## src/design/hsd_pkg.sv

```systemverilog
package hsd_pkg;

    localparam int CW_W             = 63;
    localparam int LEN_W            = 6;
    localparam int DATA_W           = 57;
    localparam int NPAR             = 6;
    localparam int MAX_CODE_BITS_DEF = 63;

    // masked word after length saturation
    typedef struct packed {
        logic [CW_W-1:0]  word;
        logic [LEN_W-1:0] len;
    } t_s1;

    // word plus parity check result
    typedef struct packed {
        logic [CW_W-1:0]  word;
        logic [LEN_W-1:0] len;
        logic [LEN_W-1:0] syn;
        logic             oor;
    } t_s2;

    typedef struct packed {
        logic [CW_W-1:0]   corrected;
        logic [DATA_W-1:0] data_bits;
        logic [LEN_W-1:0]  data_len;
        logic [LEN_W-1:0]  syndrome;
        logic              out_of_range;
    } t_result;

    // Bit i set when code position i+1 is covered by parity position 2**k.
    function automatic logic [CW_W-1:0] f_par_mask(input int k);
        logic [CW_W-1:0] m;
        m = '0;
        for (int i = 0; i < CW_W; i++) begin
            m[i] = (((i + 1) >> k) & 1) != 0;
        end
        return m;
    endfunction

    // Gather the bits at non-power-of-two positions, lowest position first.
    function automatic logic [DATA_W-1:0] f_compact(input logic [CW_W-1:0] w);
        logic [DATA_W-1:0] d;
        int                j;
        d = '0;
        j = 0;
        for (int p = 1; p <= CW_W; p++) begin
            if ((p & (p - 1)) != 0) begin
                d[j] = w[p-1];
                j++;
            end
        end
        return d;
    endfunction

endpackage

```

## src/design/hsd_mask.sv

```systemverilog
module hsd_mask #(
    parameter int MAX_CODE_BITS = hsd_pkg::MAX_CODE_BITS_DEF
) (
    input  logic                        i_clk,
    input  logic                        i_rst_n,
    input  logic                        i_valid,
    output logic                        o_ready,
    input  logic [hsd_pkg::CW_W-1:0]    i_codeword,
    input  logic [hsd_pkg::LEN_W-1:0]   i_code_len,
    output logic                        o_valid,
    input  logic                        i_ready,
    output hsd_pkg::t_s1                o_stage
);
    import hsd_pkg::*;

    localparam logic [LEN_W-1:0] MAX_LEN = LEN_W'(MAX_CODE_BITS);

    logic             r_valid;
    t_s1              r_stage;
    t_s1              n_stage;
    logic [LEN_W-1:0] len_sat;

    assign o_ready = !r_valid || i_ready;

    always_comb begin
        len_sat = (i_code_len > MAX_LEN) ? MAX_LEN : i_code_len;
        n_stage.len = len_sat;
        // drop every bit above the valid length
        for (int i = 0; i < CW_W; i++) begin
            n_stage.word[i] = i_codeword[i] && (LEN_W'(i) < len_sat);
        end
    end

    always_ff @(posedge i_clk) begin
        if (!i_rst_n) begin
            r_valid <= 1'b0;
        end else if (o_ready) begin
            r_valid <= i_valid;
        end
        if (o_ready && i_valid) begin
            r_stage <= n_stage;
        end
    end

    assign o_valid = r_valid;
    assign o_stage = r_stage;

endmodule

```

## src/design/hsd_syndrome.sv

```systemverilog
module hsd_syndrome (
    input  logic          i_clk,
    input  logic          i_rst_n,
    input  logic          i_valid,
    output logic          o_ready,
    input  hsd_pkg::t_s1  i_stage,
    output logic          o_valid,
    input  logic          i_ready,
    output hsd_pkg::t_s2  o_stage
);
    import hsd_pkg::*;

    logic r_valid;
    t_s2  r_stage;
    t_s2  n_stage;

    assign o_ready = !r_valid || i_ready;

    // Parity groups above the length see only zero bits, so they never fail.
    always_comb begin
        n_stage.word = i_stage.word;
        n_stage.len  = i_stage.len;
        for (int k = 0; k < NPAR; k++) begin
            n_stage.syn[k] = ^(i_stage.word & f_par_mask(k));
        end
        n_stage.oor = n_stage.syn > i_stage.len;
    end

    always_ff @(posedge i_clk) begin
        if (!i_rst_n) begin
            r_valid <= 1'b0;
        end else if (o_ready) begin
            r_valid <= i_valid;
        end
        if (o_ready && i_valid) begin
            r_stage <= n_stage;
        end
    end

    assign o_valid = r_valid;
    assign o_stage = r_stage;

endmodule

```

## src/design/hsd_correct.sv

```systemverilog
module hsd_correct (
    input  logic              i_clk,
    input  logic              i_rst_n,
    input  logic              i_valid,
    output logic              o_ready,
    input  hsd_pkg::t_s2      i_stage,
    output logic              o_valid,
    input  logic              i_ready,
    output hsd_pkg::t_result  o_result
);
    import hsd_pkg::*;

    logic             r_valid;
    t_result          r_result;
    t_result          n_result;
    logic [LEN_W-1:0] npow;

    assign o_ready = !r_valid || i_ready;

    always_comb begin
        // flip the bit the syndrome points at, unless it lies past the length
        for (int i = 0; i < CW_W; i++) begin
            n_result.corrected[i] = i_stage.word[i] ^
                ((i_stage.syn == LEN_W'(i + 1)) && !i_stage.oor);
        end
        n_result.data_bits = f_compact(n_result.corrected);
        // parity positions that fit inside the length
        npow = '0;
        for (int k = 0; k < NPAR; k++) begin
            npow = npow + LEN_W'(i_stage.len >= LEN_W'(1 << k));
        end
        n_result.data_len     = i_stage.len - npow;
        n_result.syndrome     = i_stage.syn;
        n_result.out_of_range = i_stage.oor;
    end

    always_ff @(posedge i_clk) begin
        if (!i_rst_n) begin
            r_valid <= 1'b0;
        end else if (o_ready) begin
            r_valid <= i_valid;
        end
        if (o_ready && i_valid) begin
            r_result <= n_result;
        end
    end

    assign o_valid  = r_valid;
    assign o_result = r_result;

endmodule

```

## src/design/hamming_sec_decoder.sv

```systemverilog
// Hamming single-error-correcting decoder, even parity, positions from 1.
// Input stream s_axis: one word per codeword, code bits plus their length.
// Output stream m_axis: one word per input word, in the same order, with the
// corrected codeword, packed message bits, their count and the syndrome;
// tuser flags a syndrome that points past the codeword (nothing flipped).
// Three register stages: length mask, parity check, correction and packing.
// An accepted word is registered in each stage in turn; one word is taken
// per cycle while m_axis_tready does not hold the pipeline full.
// The last stage is the output register, so a stalled receiver holds its
// result while bubbles in earlier stages keep s_axis_tready high; a full
// pipeline under stall drops s_axis_tready and nothing is lost or repeated.
// Reset clears all stage valid bits; the stage data registers are not reset.
// MAX_CODE_BITS caps the length: longer lengths are treated as the cap.
module hamming_sec_decoder #(
    parameter int MAX_CODE_BITS = hsd_pkg::MAX_CODE_BITS_DEF
) (
    input  logic         i_clk,
    input  logic         i_rst_n,
    input  logic         s_axis_tvalid,
    output logic         s_axis_tready,
    // [62:0] codeword, [68:63] code_len, [71:69] zero
    input  logic [71:0]  s_axis_tdata,
    output logic         m_axis_tvalid,
    input  logic         m_axis_tready,
    // [62:0] corrected, [119:63] data_bits, [125:120] data_len,
    // [131:126] syndrome, [135:132] zero
    output logic [135:0] m_axis_tdata,
    // [0] out_of_range
    output logic [0:0]   m_axis_tuser
);
    import hsd_pkg::*;

    logic    s1_valid;
    logic    s1_ready;
    t_s1     s1_stage;
    logic    s2_valid;
    logic    s2_ready;
    t_s2     s2_stage;
    t_result result;

    hsd_mask #(
        .MAX_CODE_BITS (MAX_CODE_BITS)
    ) u_mask (
        .i_clk      (i_clk),
        .i_rst_n    (i_rst_n),
        .i_valid    (s_axis_tvalid),
        .o_ready    (s_axis_tready),
        .i_codeword (s_axis_tdata[62:0]),
        .i_code_len (s_axis_tdata[68:63]),
        .o_valid    (s1_valid),
        .i_ready    (s1_ready),
        .o_stage    (s1_stage)
    );

    hsd_syndrome u_syndrome (
        .i_clk   (i_clk),
        .i_rst_n (i_rst_n),
        .i_valid (s1_valid),
        .o_ready (s1_ready),
        .i_stage (s1_stage),
        .o_valid (s2_valid),
        .i_ready (s2_ready),
        .o_stage (s2_stage)
    );

    hsd_correct u_correct (
        .i_clk    (i_clk),
        .i_rst_n  (i_rst_n),
        .i_valid  (s2_valid),
        .o_ready  (s2_ready),
        .i_stage  (s2_stage),
        .o_valid  (m_axis_tvalid),
        .i_ready  (m_axis_tready),
        .o_result (result)
    );

    assign m_axis_tdata = {4'b0000, result.syndrome, result.data_len,
                           result.data_bits, result.corrected};
    assign m_axis_tuser = result.out_of_range;

endmodule

```

## config.mk

```make
export PLATFORM = sky130hd
export DESIGN_NAME = hamming_sec_decoder
export DESIGN_NICKNAME = d
export VERILOG_FILES = /design/src/design/hsd_pkg.sv /design/src/design/hsd_mask.sv /design/src/design/hsd_syndrome.sv /design/src/design/hsd_correct.sv /design/src/design/hamming_sec_decoder.sv
export SDC_FILE = /design/constraint.sdc
export NUM_CORES = 1
export LEC_CHECK = 0
export BUFFER_PORTS_ARGS = -buffer_cell sky130_fd_sc_hd__buf_2
export CAP_MARGIN = 5
export CORE_AREA = 2 2 148 150
export DETAILED_ROUTE_END_ITERATION = 8
export DIE_AREA = 0 0 150 152
export GPL_TIMING_DRIVEN = 0
export HOLD_SLACK_MARGIN = 0.03
export PLACE_DENSITY = 0.82
export SKIP_LAST_GASP = 1
export SLEW_MARGIN = 25
export SYNTH_ARGS = -nofsm -noshare
export SYNTH_HDL_FRONTEND = slang
export SYNTH_SLANG_ARGS = --single-unit
```

## constraint.sdc

```tcl
create_clock -name i_clk -period 6.8 [get_ports i_clk]
set_clock_uncertainty 0.2 [all_clocks]
set_input_delay 1.02 -clock i_clk [delete_from_list [all_inputs] [get_ports i_clk]]
set_output_delay 1.02 -clock i_clk [all_outputs]
set_load 0.02 [all_outputs]
```

# After elaboration in Yosys (flattened, before gate mapping)
# Cells that the tools add are included.
[totals] ff_bits=281 word_cells=360 out_inout_bits=139
[op_classes] n_eq_ne=63 n_mux=1 add_sub_neg=6 n_bitwise=63 n_lt_le_gt_ge=71 n_reduce_logical=142
[ops] cell="$reduce_xor A63 Y1" n=6
[ops] cell="$eq A6 B6 Y1 const B" n=32
[ops] cell="$lt A6 B6 Y1 const A" n=31
[ops] cell="$logic_and A1 B1 Y1" n=129
[ops] cell="$eq A6 B5 Y1 const B" n=16
[ops] cell="$lt A5 B6 Y1 const A" n=16
[ops] cell="$xor A1 B1 Y1" n=63
[ops] cell="$eq A6 B4 Y1 const B" n=8
[ops] cell="$lt A4 B6 Y1 const A" n=8
[ops] cell="$eq A6 B3 Y1 const B" n=4
[ops] cell="$lt A3 B6 Y1 const A" n=4
[ops] cell="$eq A6 B2 Y1 const B" n=2
[ops] cell="$lt A1 B6 Y1 const A" n=2
[ops] cell="$lt A2 B6 Y1 const A" n=2
[ops] cell="$add A5 B1 Y6" n=1
[ops] cell="$eq A6 B1 Y1 const B" n=1
[ops] cell="$ge A6 B1 Y1 const B" n=1
[ops] cell="$ge A6 B2 Y1 const B" n=1
[ops] cell="$ge A6 B3 Y1 const B" n=1
[ops] cell="$ge A6 B4 Y1 const B" n=1
[ops] cell="$ge A6 B5 Y1 const B" n=1
[ops] cell="$ge A6 B6 Y1 const B" n=1
[ops] cell="$gt A6 B6 Y1" n=1
[ops] cell="$gt A6 B6 Y1 const B" n=1
[ops] cell="other kinds (8)" n=13

# Depth between registers and ports, before layout
# Gate-level depths: netlist of the first run.
[depth] depth_word=7 depth_mapped=16 ltp_nobuf=16

# By module
# From an unflattened synthesis of the first run, not the netlist that was laid out.
[unflattened] hier_cells=795 area_unflattened_um2=10749.1
[by_module_without_submodules] mod="hsd_correct" instances=1 seq_area_each_um2=2302.2 cells_each=351 area_per_inst_um2=4175.3
[by_module_without_submodules] mod="hsd_syndrome" instances=1 seq_area_each_um2=2302.2 cells_each=210 area_per_inst_um2=3510.9
[by_module_without_submodules] mod="hsd_mask" instances=1 seq_area_each_um2=2092.0 cells_each=229 area_per_inst_um2=3029.2
[by_module_without_submodules] mod="hamming_sec_decoder" instances=1 seq_area_each_um2=0.0 cells_each=5 area_per_inst_um2=33.8

# Least setup slack after synthesis of the first run
# No wires, ideal clock.
[synth_path] path_kind="input to register" startpoint="input port m_axis_tready" endpoint="register u_syndrome.r_stage, in the netlist u_syndrome.o_stage[0], enable pin" stages=2 required_ns=5.974 n_path_buf=0 arrival_ns=6.636 path_slack_ns=-0.663 setup_time_ns=0.626 cell_sequence="nor2b_1 a21boi_0"
[synth_between] elab_chain_cells=3
[synth_rtl] item="start: declaration" line="hamming_sec_decoder.sv:24" source="input logic m_axis_tready,"
[synth_rtl] item="$logic_or A1 B1 Y1" line="hsd_correct.sv:18" source="assign o_ready = !r_valid || i_ready;"
[synth_rtl] item="$logic_or A1 B1 Y1" line="hsd_syndrome.sv:17" source="assign o_ready = !r_valid || i_ready;"
[synth_rtl] item="$logic_and A1 B1 Y1" line="hsd_syndrome.sv:35" source="if (o_ready && i_valid) begin"
[synth_rtl] item="end signal: assignment" line="hsd_syndrome.sv:36" source="r_stage <= n_stage;"
[synth_rtl] item="end: declaration" line="hsd_syndrome.sv:14" source="t_s2 r_stage;"
# Every way passes these cells.
# A chain may end at the register's enable or synchronous reset.

==> results of run 1 <==
==> per-stage QoR <==
step           setup WS, ns  area (sq um)  utilization (%)  hold WS (ns)  cells
5_1_grt                2.13         12800             60.2         0.271   1314
6_report               2.36         12800             60.2         0.263   1314
2_1_floorplan          1.34         10500                -         0.224    781
3_5_place_dp           2.39         12200             56.9         0.247   1275
4_1_cts                2.35         12800             60.2         0.263   1314
3_3_place_gp         0.0780         11900             55.7         0.251   1266
==> kinds of logic after synthesis <==
logic type / synth area share (%)
xor gates and xnor gates: 15.8
and+or+nand+nor: 8.54
adders and majority gates: 2.26
DFF: 63.7
buffers and inverters: 5.86
other: 0.0357
AOI/OAI and AO/OA: 3.76
==> cell type report <==
type | count | share of cell area (%)
tap | 280 | 2.73
buffer | 85 | 4.27
multi-input combinational | 454 | 25.3
inverter | 18 | 0.526
clock buffer | 27 | 4.60
clock inverter | 12 | 0.770
sequential | 224 | 52.1
timing repair buffer | 214 | 9.70
==> power groups by stage <==
stage / Combinational, W / Clock [W] / Sequential, W
2_1_floorplan: 0.000760 / 0 / 0.00181
3_3_place_gp: 0.00100 / 0 / 0.00183
3_5_place_dp: 0.00107 / 0 / 0.00183
4_1_cts: 0.00107 / 0.00118 / 0.00180
5_1_grt: 0.00117 / 0.00123 / 0.00181
6_report: 0.00108 / 0.00117 / 0.00180
==> worst paths after layout <==
path                                          endpoint  slack (ns)  cells past startpoint
worst min-delay path            u_syndrome.o_stage[12]        0.26                      0
worst min register to register  u_syndrome.o_stage[12]        0.26                      0
worst max register to register  u_correct.o_result[12]        2.36                     16
worst max-delay path            u_correct.o_result[12]        2.36                     16
==> synthesized netlist by cell type <==
cell type and instances:
edfxtp_1 221, xnor2_1 134, nand2_1 75, buf_4 61
nor2_1 53, xor2_1 36, a21oi_1 22, clkbuf_1 22
inv_1 18, nor2b_1 14, a21boi_0 13, o21a_1 12
and3_1 11, ha_1 11, nand2b_1 9, nor3_1 9
xnor3_1 7, or2_2 6, and2_1 5, fa_1 5
or3_1 5, dfxtp_1 3, o21ai_0 3, a21o_1 2
a31oi_1 2, buf_1 2, nand3_1 2, nand4_1 2
o211a_1 2, o31a_1 2, and2_0 1, and3b_1 1
conb_1 1, nand3b_1 1, nor3b_1 1, nor4_1 1
o22ai_1 1, o41a_1 1, xor2_2 1
==> worst reg2reg max path, delay by kind of cell (launching register included) <==
| family | cells | cell delay (ns) |
|---|---|---|
| compound gates | 2 | 0.30 |
| xor+xnor | 1 | 0.12 |
| fa+ha+maj | 5 | 1.76 |
| buf+inv | 3 | 0.23 |
| flops | 1 | 0.43 |
| simple gates | 5 | 1.17 |
==> per-layer routing <==
| metal | global-route usage, % | vias to the layer above | routed length [um] |
|---|---|---|---|
| li1 | - | 3094 | - |
| met1 | 28.7 | 3086 | 9840 |
| met2 | 35.2 | 350 | 11800 |
| met3 | 2.91 | 46 | 1950 |
| met4 | 5.80 | 0 | 531 |
| met5 | 0 | - | 0 |
==> flip-flops by register name, summed over array words and instances (netlist names) <==
name and flops:
u_correct.o_result 76, u_syndrome.o_stage 76, u_mask.o_stage 69, u_correct.o_valid 1, u_mask.o_valid 1, u_syndrome.o_valid 1
==> metrics.cfg, run 1 <==
[outcome]
outcome = complete, no violations

[worst_setup_path]
crit_buf_inv = 3
cp-start-kind = flip-flop
cp_data_required_time_ns = 6.85
path_class = reg2reg
worstSetupStartpoint = u_syndrome.o_stage[12]
path_max_fanout = 4
cp_cell_sequence = or3_1 > nand2b_1 > or3_1 > fa_1 > fa_1 > inv_1 > fa_1 > inv_1 > ha_1 > inv_1 > ha_1 > o21ai_0 > nand2b_1 > a21oi_1 > nand2_1 > xnor2_1
critical_path_arrival_ns = 4.49
slowest_delay_ns = 0.47
endpoint_kind = flip-flop
regToRegStartpoint = u_syndrome.o_stage[12]
slowest_stage = fa_1
crit_family = adder cells

[finish]
seqCellArea_sq_mm = 0.00670
fill_cells = 1674
final_common_cell = edfxtp_1
area_growth_pct = 22.2
multiInputGateArea_sq_mm = 0.00325
layout_common_cells = edfxtp_1, buf_2, xnor2_1, nand2_1, buf_4
drive_above_1_share_pct = 30.2
diodes = 0
fin_nets = 1111

[floorplan]
die_area_sq_mm = 0.0228
die_width_um = 150
chipHeight_um = 152
rows = 54
pin_count = 215
initial_utilization_pct = 49.2
coreArea_sq_mm = 0.0214

[sta]
setup_viol = 0
finalSetupTns_ns = 0
hold_viol = 0
slew_violations = 0
rsz0062_at_grt = false
tightest_slew_ns = 0.763
finalCritPeriodShare_pct = 65.3
fmax_mhz = 225
final.min_clock_period_ns = 4.44
slew_headroom_pct = 48.7

[clock_tree]
ctsRootBufferMaster = clkbuf_16
cts_buffer_depth = 3
htreeDepth = 1
post_cts.repair.setup_buffers = 0
cts_hold_buf = 0
cts_resized = 0
clkSinkCount = 224
clk_latency_ns = 0.50
numCtsBuffers = 22
clkTransAtPathRegs_ns = 0.06
cts_tree = yes

[global_route]
grt-ovfl-total = 0
grt_antenna_before_repair = 0
grt_pass1_wl_um = 35900
grt_start_max_net_pins = 27
grt.total_usage_pct = 21.0
grt_pass1_vias = 6272

[yosys]
synth_seq_area_share_pct = 63.7
ys_types = 39
synth_top_area_cell = edfxtp_1
synth_top_area_share_pct = 63.2
yosys_warnings = 0
synthTopCellsByArea = edfxtp_1, xnor2_1, buf_4
ys_seq_elements = 224
postSynthCellCount = 778
syn_area_sq_mm = 0.0105
avgSynthCellArea_sq_um = 13.5

[pwr]
peakVddDrop_mv = 0.182
power.density_mw_per_mm2 = 315
p_clk_share_pct = 28.9
p_int_w = 0.00285
p_leak_nw = 4.98
total_power_w = 0.00405
seq_power_share_pct = 44.5
swShare_pct = 29.5
p_comb_share_pct = 26.7
p_sw_w = 0.00119

[detailed_routing]
ant_nets = 0
routed-via-count = 6576
drc_errors = 0
wl_um = 24100
firstDrtPassIters = 5
drt-initial-drc-count = 651
vias_per_cell = 5.00
avgRoutedWirePerCell_um = 18.3

[run]
drv_cap = 0

[hold_path]
hold_class = reg2reg
min-delay-start = u_mask.o_stage[5]

[placed_design]
place.gp.congestion = 0.904
detailed_place_hpwl_um = 18900
portBuffers = 205

Power figures use the tool's default switching activity.
==> run 2, diff against run 1 <==
clock period = 3.8 ns   (was 6.8 ns; I/O delays follow)
==> metrics.cfg, run 2 (same netlist as run 1, synthesis figures left out) <==
[finish]
layout_common_cells = edfxtp_1, buf_2, xnor2_1, nand2_1, buf_4
diodes = 0  ; unchanged
drive_above_1_share_pct = 32.7  ; +2.5 points
fin_nets = 1116  ; +0.45%
final_core_util_pct = 60.7  ; +0.57 points
fin_area_sq_mm = 0.0130  ; +0.95%
area_growth_pct = 23.4
final_common_cell = edfxtp_1

[worst_setup_path]
cp-start-kind = flip-flop
slowest_stage = fa_1
regToRegStartpoint = u_syndrome.o_stage[10]
cp_cell_sequence = or3_4 > nand2b_4 > or3_4 > fa_1 > fa_2 > inv_2 > fa_1 > inv_2 > ha_4 > inv_2 > ha_4 > o21ai_2 > nand2b_1 > a21oi_2 > buf_4 > xor2_1
path_max_fanout = 3  ; -1
critical_path_arrival_ns = 4.16  ; -0.33 ns
cp_data_required_time_ns = 3.85  ; -3.00 ns
worstSetupStartpoint = u_syndrome.o_stage[10]
slowest_delay_ns = 0.50  ; +0.03 ns
cpMostUsedCell = inv_2
path_class = reg2reg
crit_family = adder cells
endpoint_kind = flip-flop
crit_buf_inv = 4  ; +1

[detailed_routing]
drc_errors = 0  ; unchanged
wl_um = 24200  ; +0.70%
routed-via-count = 6633  ; +0.87%
ant_nets = 0  ; unchanged
firstDrtPassIters = 4  ; -1
avgRoutedWirePerCell_um = 18.4  ; +0.24%
drt-initial-drc-count = 595  ; -8.6%
vias_per_cell = 5.03  ; +0.41%

[floorplan]
rows = 54  ; unchanged
pin_count = 215  ; unchanged
initial_utilization_pct = 49.2  ; unchanged
coreArea_sq_mm = 0.0214  ; unchanged
die_area_sq_mm = 0.0228  ; unchanged
die_width_um = 150  ; unchanged
chipHeight_um = 152  ; unchanged

[clock_tree]
clkSinkCount = 224  ; unchanged
clk_latency_ns = 0.50  ; about the same
numCtsBuffers = 22  ; unchanged
cts_tree = yes
ctsRootBufferMaster = clkbuf_16
cts_buffer_depth = 3  ; unchanged
htreeDepth = 1  ; unchanged
clkTransAtPathRegs_ns = 0.06  ; about the same
cts_hold_buf = 0  ; unchanged

[outcome]
violations = negative setup slack
outcome = complete, but fails checks

[sta]
rsz0062_at_grt = true
hold_viol = 0  ; unchanged
finalCritPeriodShare_pct = 108  ; +43 points
setup_viol = 5  ; +5
slew_violations = 0  ; unchanged
tightest_slew_ns = 0.767  ; +0.00434 ns
slew_headroom_pct = 48.7  ; about the same
final.min_clock_period_ns = 4.11  ; -0.332 ns
fmax_mhz = 243  ; +8.1%
setup_slack_ns = -0.308  ; -2.67 ns

[hold_path]
hold_class = in2reg
min-delay-start = i_rst_n

[global_route]
grt.total_usage_pct = 21.0  ; about the same
grt_start_max_net_pins = 29  ; +7.4%
grt_antenna_before_repair = 0  ; unchanged
grt_pass1_vias = 6488  ; +3.4%
grt-ovfl-total = 0  ; unchanged
grt_pass1_wl_um = 36300  ; +1.1%

[placed_design]
placed_cell_area_sq_mm = 0.0122  ; +0.22%
place_ws_ns = -0.409  ; -2.80 ns
portBuffers = 205  ; unchanged
place.gp.congestion = 0.937  ; +3.7%
detailed_place_hpwl_um = 18500  ; -1.9%

[pwr]
power.density_mw_per_mm2 = 563  ; +79%
peakVddDrop_mv = 0.301  ; +65%
p_leak_nw = 5.03  ; +0.98%

[run]
drv_cap = 0  ; unchanged

==> run 2: changes by cell type in the layout (fill, tap and decap cells not counted), moves of 4 or more <==
cell / delta
inv_2: +4
buf_4: +6
inv_1: -4
clkinv_1: -5
clkinv_2: +5
==> run 2: area by class of cell <==
class                   instances  area [sq um]
inverters                      18          67.6
fillers                      1653          8380
repair buffers                219          1280
plain buffers                  85           548
well taps                     280           350
multi-input cells             454          3310
clock inverters                15           129
clock buffers                  25           583
flip-flops and latches        224          6700
==> run 2: power by group <==
part | internal [W] | total (W) | switching [W]
clock | 0.00124 | 0.00214 | 0.000898
combinational | 0.000880 | 0.00193 | 0.00105
sequential | 0.00301 | 0.00323 | 0.000215
==> run 2: final timing paths <==
kind / end / cells past startpoint / slack (ns)
min: u_correct.o_valid / 2 / 0.09
max reg2reg: u_correct.o_result[10] / 16 / -0.31
min reg2reg: u_syndrome.o_stage[10] / 0 / 0.26
max: u_correct.o_result[10] / 16 / -0.31
==> run 2: what timing repair did <==
action | in CTS | in global routing
endpoints found under the setup margin | 5 | 5
hold endpoints to repair | 0 | 0
setup buffers | 4 | 2
pin swaps | 1 | 4
resized for setup | 3 | 3
==> run 2: routing by layer <==
| layer | GRT usage, % | up-vias | share of wire, % | wire length (um) |
|---|---|---|---|---|
| met1 | 29.2 | 3177 | 41 | 10000 |
| met2 | 34.8 | 329 | 49 | 11900 |
| met3 | 2.91 | 34 | 7.7 | 1880 |
| li1 | - | 3093 | - | - |
| met5 | 0 | - | 0 | 0 |
| met4 | 5.48 | 0 | 1.9 | 462 |
==> run 2: through the flow <==
| stage | TNS [ns] | hold slack (ns) | total power, W | std cells |
|---|---|---|---|---|
| after floorplan | -0.477 | 0.224 | 0.00460 | 781 |
| after global placement | -73.37 | 0.253 | 0.00507 | 1266 |
| after detailed placement | -1.15 | 0.237 | 0.00515 | 1274 |
| after CTS | -0.969 | 0.0868 | 0.00729 | 1318 |
| after global routing | -1.36 | 0.101 | 0.00760 | 1320 |
| final | -1.02 | 0.0927 | 0.00730 | 1320 |
